===== config.mk =====
export PLATFORM = sky130hd
export DESIGN_NAME = csf_mul
export DESIGN_NICKNAME = d
export VERILOG_FILES = /design/src/rtl/cylinder_shell_point_filter_assert.svh /design/src/rtl/csf_pkg.sv /design/src/rtl/csf_mul.sv
export SDC_FILE = /design/constraint.sdc
export NUM_CORES = 2
export LEC_CHECK = 0
export ABC_AREA = 1
export BUFFER_PORTS_ARGS = -buffer_cell sky130_fd_sc_hd__buf_4
export CORE_MARGIN = 2
export CORE_UTILIZATION = 35
export DETAILED_ROUTE_END_ITERATION = 10
export PLACE_DENSITY = 0.59
export SLEW_MARGIN = 5
export SYNTH_ARGS = -nofsm -noshare
export SYNTH_HDL_FRONTEND = slang
export SYNTH_SLANG_ARGS = --single-unit

===== constraint.sdc =====
create_clock -name i_clk -period 16.7 [get_ports i_clk]
set_input_delay 2.505 -clock i_clk [delete_from_list [all_inputs] [get_ports i_clk]]
set_output_delay 2.505 -clock i_clk [all_outputs]
set_load 0.05 [all_outputs]

===== src/rtl/cylinder_shell_point_filter_assert.svh =====
// Assertion macros for the cylinder shell point filter.
// Used by the top level; relies on nothing else.
`ifndef CYLINDER_SHELL_POINT_FILTER_ASSERT_SVH
`define CYLINDER_SHELL_POINT_FILTER_ASSERT_SVH

// same-cycle implication
`define CSF_ASSERT_NOW(lbl, clk, rst_n, ante, cons) \
    lbl: assert property (@(posedge clk) disable iff (!rst_n) (ante) |-> (cons)) \
        else $error("csf: assertion failed");

// next-cycle implication
`define CSF_ASSERT_NEXT(lbl, clk, rst_n, ante, cons) \
    lbl: assert property (@(posedge clk) disable iff (!rst_n) (ante) |=> (cons)) \
        else $error("csf: assertion failed");

`endif


===== src/rtl/csf_pkg.sv =====
// Shared constants for the cylinder shell point filter.
// No dependencies.
package csf_pkg;
    localparam int COORD_WIDTH_DEF = 32;
    localparam int REG_IDX_W       = 3;

    // configuration register indexes
    localparam logic [REG_IDX_W-1:0] REG_AXIS_PX  = 3'd0;
    localparam logic [REG_IDX_W-1:0] REG_AXIS_PY  = 3'd1;
    localparam logic [REG_IDX_W-1:0] REG_AXIS_PZ  = 3'd2;
    localparam logic [REG_IDX_W-1:0] REG_AXIS_DX  = 3'd3;
    localparam logic [REG_IDX_W-1:0] REG_AXIS_DY  = 3'd4;
    localparam logic [REG_IDX_W-1:0] REG_AXIS_DZ  = 3'd5;
    localparam logic [REG_IDX_W-1:0] REG_RADIUS   = 3'd6;
    localparam logic [REG_IDX_W-1:0] REG_BAND_TOL = 3'd7;
endpackage


===== src/rtl/csf_mul.sv =====
// Two-stage unsigned multiplier built from four half-width partial products.
// Depends on csf_pkg.
module csf_mul #(
    parameter int AW = csf_pkg::COORD_WIDTH_DEF,
    parameter int BW = csf_pkg::COORD_WIDTH_DEF
) (
    input  logic           i_clk,
    input  logic           i_en,
    input  logic [AW-1:0]  i_a,
    input  logic [BW-1:0]  i_b,
    output logic [AW+BW-1:0] o_p
);
    localparam int AL = (AW + 1) / 2;
    localparam int AH = AW - AL;
    localparam int BL = (BW + 1) / 2;
    localparam int BH = BW - BL;
    localparam int PW = AW + BW;

    logic [AL+BL-1:0] r_ll;
    logic [AL+BH-1:0] r_lh;
    logic [AH+BL-1:0] r_hl;
    logic [AH+BH-1:0] r_hh;
    logic [PW-1:0]    r_p;

    always_ff @(posedge i_clk) begin
        if (i_en) begin
            r_ll <= i_a[AL-1:0]  * i_b[BL-1:0];
            r_lh <= i_a[AL-1:0]  * i_b[BW-1:BL];
            r_hl <= i_a[AW-1:AL] * i_b[BL-1:0];
            r_hh <= i_a[AW-1:AL] * i_b[BW-1:BL];
        end
    end

    always_ff @(posedge i_clk) begin
        if (i_en) begin
            r_p <= PW'(r_ll) + (PW'(r_lh) << BL) + (PW'(r_hl) << AL)
                 + (PW'(r_hh) << (AL + BL));
        end
    end

    assign o_p = r_p;
endmodule


# Word level (Yosys, flattened, before mapping)

Cells that the tools add are included.

Bits in read-only memories: 0
Latch bits: 0
Memories kept: 0
Memory bits (writable): 0
Input port bits: 66
Flip-flop bits (word level): 192

Muxes and demuxes: 0
Div/mod/pow operators: 0
$mul: 4
Reduce and logical (&&, ||, !) cells: 0
Bitwise operators: 0
Add/subtract/negate cells: 3
Eq/ne operators: 0
Shift operators: 0
Order comparisons: 0

Operators with widths:

| cell                                           | count |
|---|---|
| 16-bit by 16-bit multiplier with 32-bit output | 4 |
| 50-bit by 64-bit adder with 64-bit output      | 1 |
| 49-bit by 48-bit adder with 50-bit output      | 1 |
| 32-bit by 48-bit adder with 49-bit output      | 1 |

# Depth between registers and ports, before layout

Depth after elaboration: 3
Mapped depth: 25
Depth with buffers taken out: 24

# Least setup slack after synthesis

Ideal clock, no wire load.

Path kind: input to register
Start: input port i_b[1]
End: register r_hl[16], data pin
Path buffers: 1
Cell stages on the path: 18
Arrival: 7102 ps
Setup slack: 9339 ps
Cells stage by stage: clkbuf_1 -> nand2_1 -> fa_1 -> fa_1 -> fa_1 -> fa_1 -> inv_1 -> fa_1 -> inv_1 -> fa_1 -> inv_1 -> ha_1 -> a21oi_1 -> a21boi_0 -> nand2_1 -> nand2_1 -> nand2_1 -> xor2_1

Cells in the longest elaborated chain, start to end: 1

RTL lines:

| item                                           | RTL line      | text |
|---|---|---|
| start, declared                                | csf_mul.sv:10 | `input logic [BW-1:0] i_b,` |
| 16-bit by 16-bit multiplier with 32-bit output | csf_mul.sv:29 | `r_hl <= i_a[AW-1:AL] * i_b[BL-1:0];` |
| end signal, assigned                           | csf_mul.sv:29 |  |
| end, declared                                  | csf_mul.sv:21 | `logic [AH+BL-1:0] r_hl;` |

Every way passes these cells.
A chain may end at the register's enable or synchronous reset.

# Worst setup path in the final report

Start: input port i_b[1]
End: register r_hl[28], data pin

Same word-level chain as after synthesis.

==> key figures <==
Status
  • Status: complete, no violations

STA
  • Worst-margin pin slew: about 1 ns
  • Period utilization: 46.35%
  • Max Slew Vio Count: 0
  • Max Fclk: between 100 and 150 MHz
  • # setup viols final: 0
  • Crit path time final: a little under 8 ns
  • Setup TNS: 0 ns
  • Final hold violation count: 0
  • Max-slew headroom: 33.58%
  • RSZ-0062 raised after global routing: no
  • Clock skew: 0.02011 ns

Detailed routing
  • Antenna Violating Nets Remaining: 0
  • Drt first-iter violations: 2420
  • Remaining DRCs: 0
  • WL per Instance: 17.23 µm
  • Vias: 36560
  • Drt via density: 4.738
  • DRT Pass-1 Iters: 5
  • Final WL: 132900 µm

Global route
  • Total congestion overflow: 0
  • Total Routing Usage GR: 20.31%
  • Initial antenna violation count: 1
  • Vias in the first global route: 38270
  • First-pass GRT wire length: 214400 µm
  • Largest net degree at the start of global routing: 74

Synthesis
  • Synth area leader: fa_1
  • Syn. warnings: 0
  • Cell area after synthesis: 46200 µm²
  • Avg Inst Size Synth: 7.711 µm²
  • Synthesis-stage register bit count: 192
  • Synthesized Nets: 7314
  • Cell variety after synth: 33
  • Main combinational cell family by area after synthesis: adder cells
  • Synth Area in XOR/XNOR: under 10%
  • Simple-gate area share of the yosys netlist: 19.77%
  • Post-Syn Instances: 5991
  • Synth area leaders: fa_1 (35%), nand2_1 (14%), inv_1 (14%)
  • Post-synthesis sequential area ratio: 12.48%
  • Adder and majority cell fraction of the synthesized area: 47.19%
  • Proportion of synthesized area in mux cells: 0%
  • Top cell type's share of synthesized area: 35.06%
  • Compound-gate portion of the synthesized area: ~3.2%

Hold path
  • HP Class: reg2reg

CTS
  • CTS tree: built
  • Worst skew pair latency: 0.50 ns
  • Post-CTS Setup Repair Bufs: 0
  • Longest Clk Path Bufs: 2
  • # resized after CTS: 0
  • Clock-pin slew on the worst setup and hold paths: 0.09 ns
  • Post-cts hold buffer count: 0
  • Htree depth: 4
  • Clock Tree Root: clkbuf_16
  • Cts bufs inserted: 17
  • Clk sinks: between 150 and 200

Floorplan
  • Starting density of the core: 35.18%
  • Die area: 134900 µm²
  • Die width: 367.3 µm
  • # rows: approximately 130
  • IO Count: 130
  • Placeable Area: 131300 µm²
  • Die Ht: approximately 370 µm

Layout
  • Antenna cells: 0
  • Most common cell after layout, fill and taps aside: nand2_1
  • Register Area: 5766 µm²
  • Commonest cells after routing, fill and taps aside: nand2_1 (1777), inv_1 (1719), fa_1 (809)
  • Nets@finish: 7272
  • FILL cells: 13640
  • Final Core Density: between 30 and 40%
  • Share of cells above drive strength 1: 4.244%
  • Area of the multi-input gates: 33220 µm²
  • Synth-to-layout area growth: 6.663%

Critical path
  • Top Family by Delay on Critical Path: adder cells
  • Worst path required time: 16.93 ns
  • Critical Path Max Stage Delay: about 0.57 ns
  • Slowest CP cell: fa_1
  • WP buf/inv: 4
  • Most used cell, CP: fa_1
  • Arrival @ worst endpoint: ~8 ns
  • Startpoint Class: input pin
  • CP Capture Type: flop
  • CP cell instances: buf_4, nand2_1, fa_1, fa_1, fa_1, fa_1, inv_1, fa_1, inv_1, fa_1, inv_1, ha_1, a21oi_1, a21boi_0, nand2_1, nand2_1, nand3_1, nand2_1, nand2_1
  • Crit path max fanout: 32
  • Crit Path Category: in2reg

Flow run
  • Total of max-cap violations: 0

Place
  • HPWL Detailed: 104700 µm
  • Port Buf Inserts: ~130
  • GPL Wtd Cong: 0.9184
-- flip-flops by register name (all words and copies together) (netlist names) --
| register | count |
|---|---|
| r_hh | 32 |
| r_lh | 32 |
| r_hl | 32 |
| r_ll | 32 |
| o_p | 64 |
-- cells in the mapped netlist --
master	number
o21bai_1	7
nor3_1	34
nand3b_1	3
a31o_2	1
nand2_2	34
xnor2_1	18
edfxtp_1	192
nor4_1	4
or2_1	1
o21ai_0	74
clkbuf_1	192
nand2_1	1777
and2_1	1
o211ai_1	4
inv_2	9
o21a_1	13
nor2_2	21
a31oi_1	3
fa_1	809
a21oi_1	151
nor3_2	3
a21o_1	13
nand3_1	138
nand3_2	11
o211ai_2	1
and2_4	1
nor2_4	9
xor2_1	76
ha_1	448
nand4_1	47
nor2_1	174
a21boi_0	3
inv_1	1719
-- per-stage QoR --
step                      instances  worst slack [ns]  hold WS [ns]  cell area, µm²
after global routing           7717             8.776        0.4364           49270
after floorplan                5991             9.339        0.4003           46200
after global placement         7685             8.524        0.4042           48660
after CTS                      7717             9.077        0.4256           49270
after detailed placement       7685             8.519        0.4074           48660
final                          7717             8.959        0.4248           49270
-- worst paths after layout --
path         startpoint  endpoint  slack [ns]  cells past startpoint
min reg2reg     r_ll[0]    o_p[0]        0.42                      0
max reg2reg    r_ll[17]   o_p[53]       13.50                     13
min             r_ll[0]    o_p[0]        0.42                      0
max              i_b[1]  r_hl[28]        8.96                     19
-- metal layers --
layer	global-route usage (%)	share of wire, %	vias to the layer above
met1	28.96	47	18100
met5	0	0.0090	-
li1	-	-	17270
met2	32.83	45	1067
met4	4.579	2.0	2
met3	2.547	6.2	120
-- final cells by class --
class                   instances  area share [%]
multi-input cells            3879           67.43
clock inverters                15          0.3809
inverters                    1728           13.16
well taps                    1755           4.456
repair buffers                131           2.009
clock buffers                  17          0.8634
flip-flops and latches        192           11.70
-- kinds of logic (layout without fill, tap and decap cells) --
logic type                 count (synthesis)  in the layout
AOI/OAI and AO/OA                        270            270
xor gates and xnor gates                  94             94
adders and majority gates               1257           1257
buffers and inverters                   1920           1891
DFF                                      192            192
and+or+nand+nor                         2258           2258
Power is not shown: default switching activity piles up to over one toggle a cycle in this logic, so the estimate is an artifact.
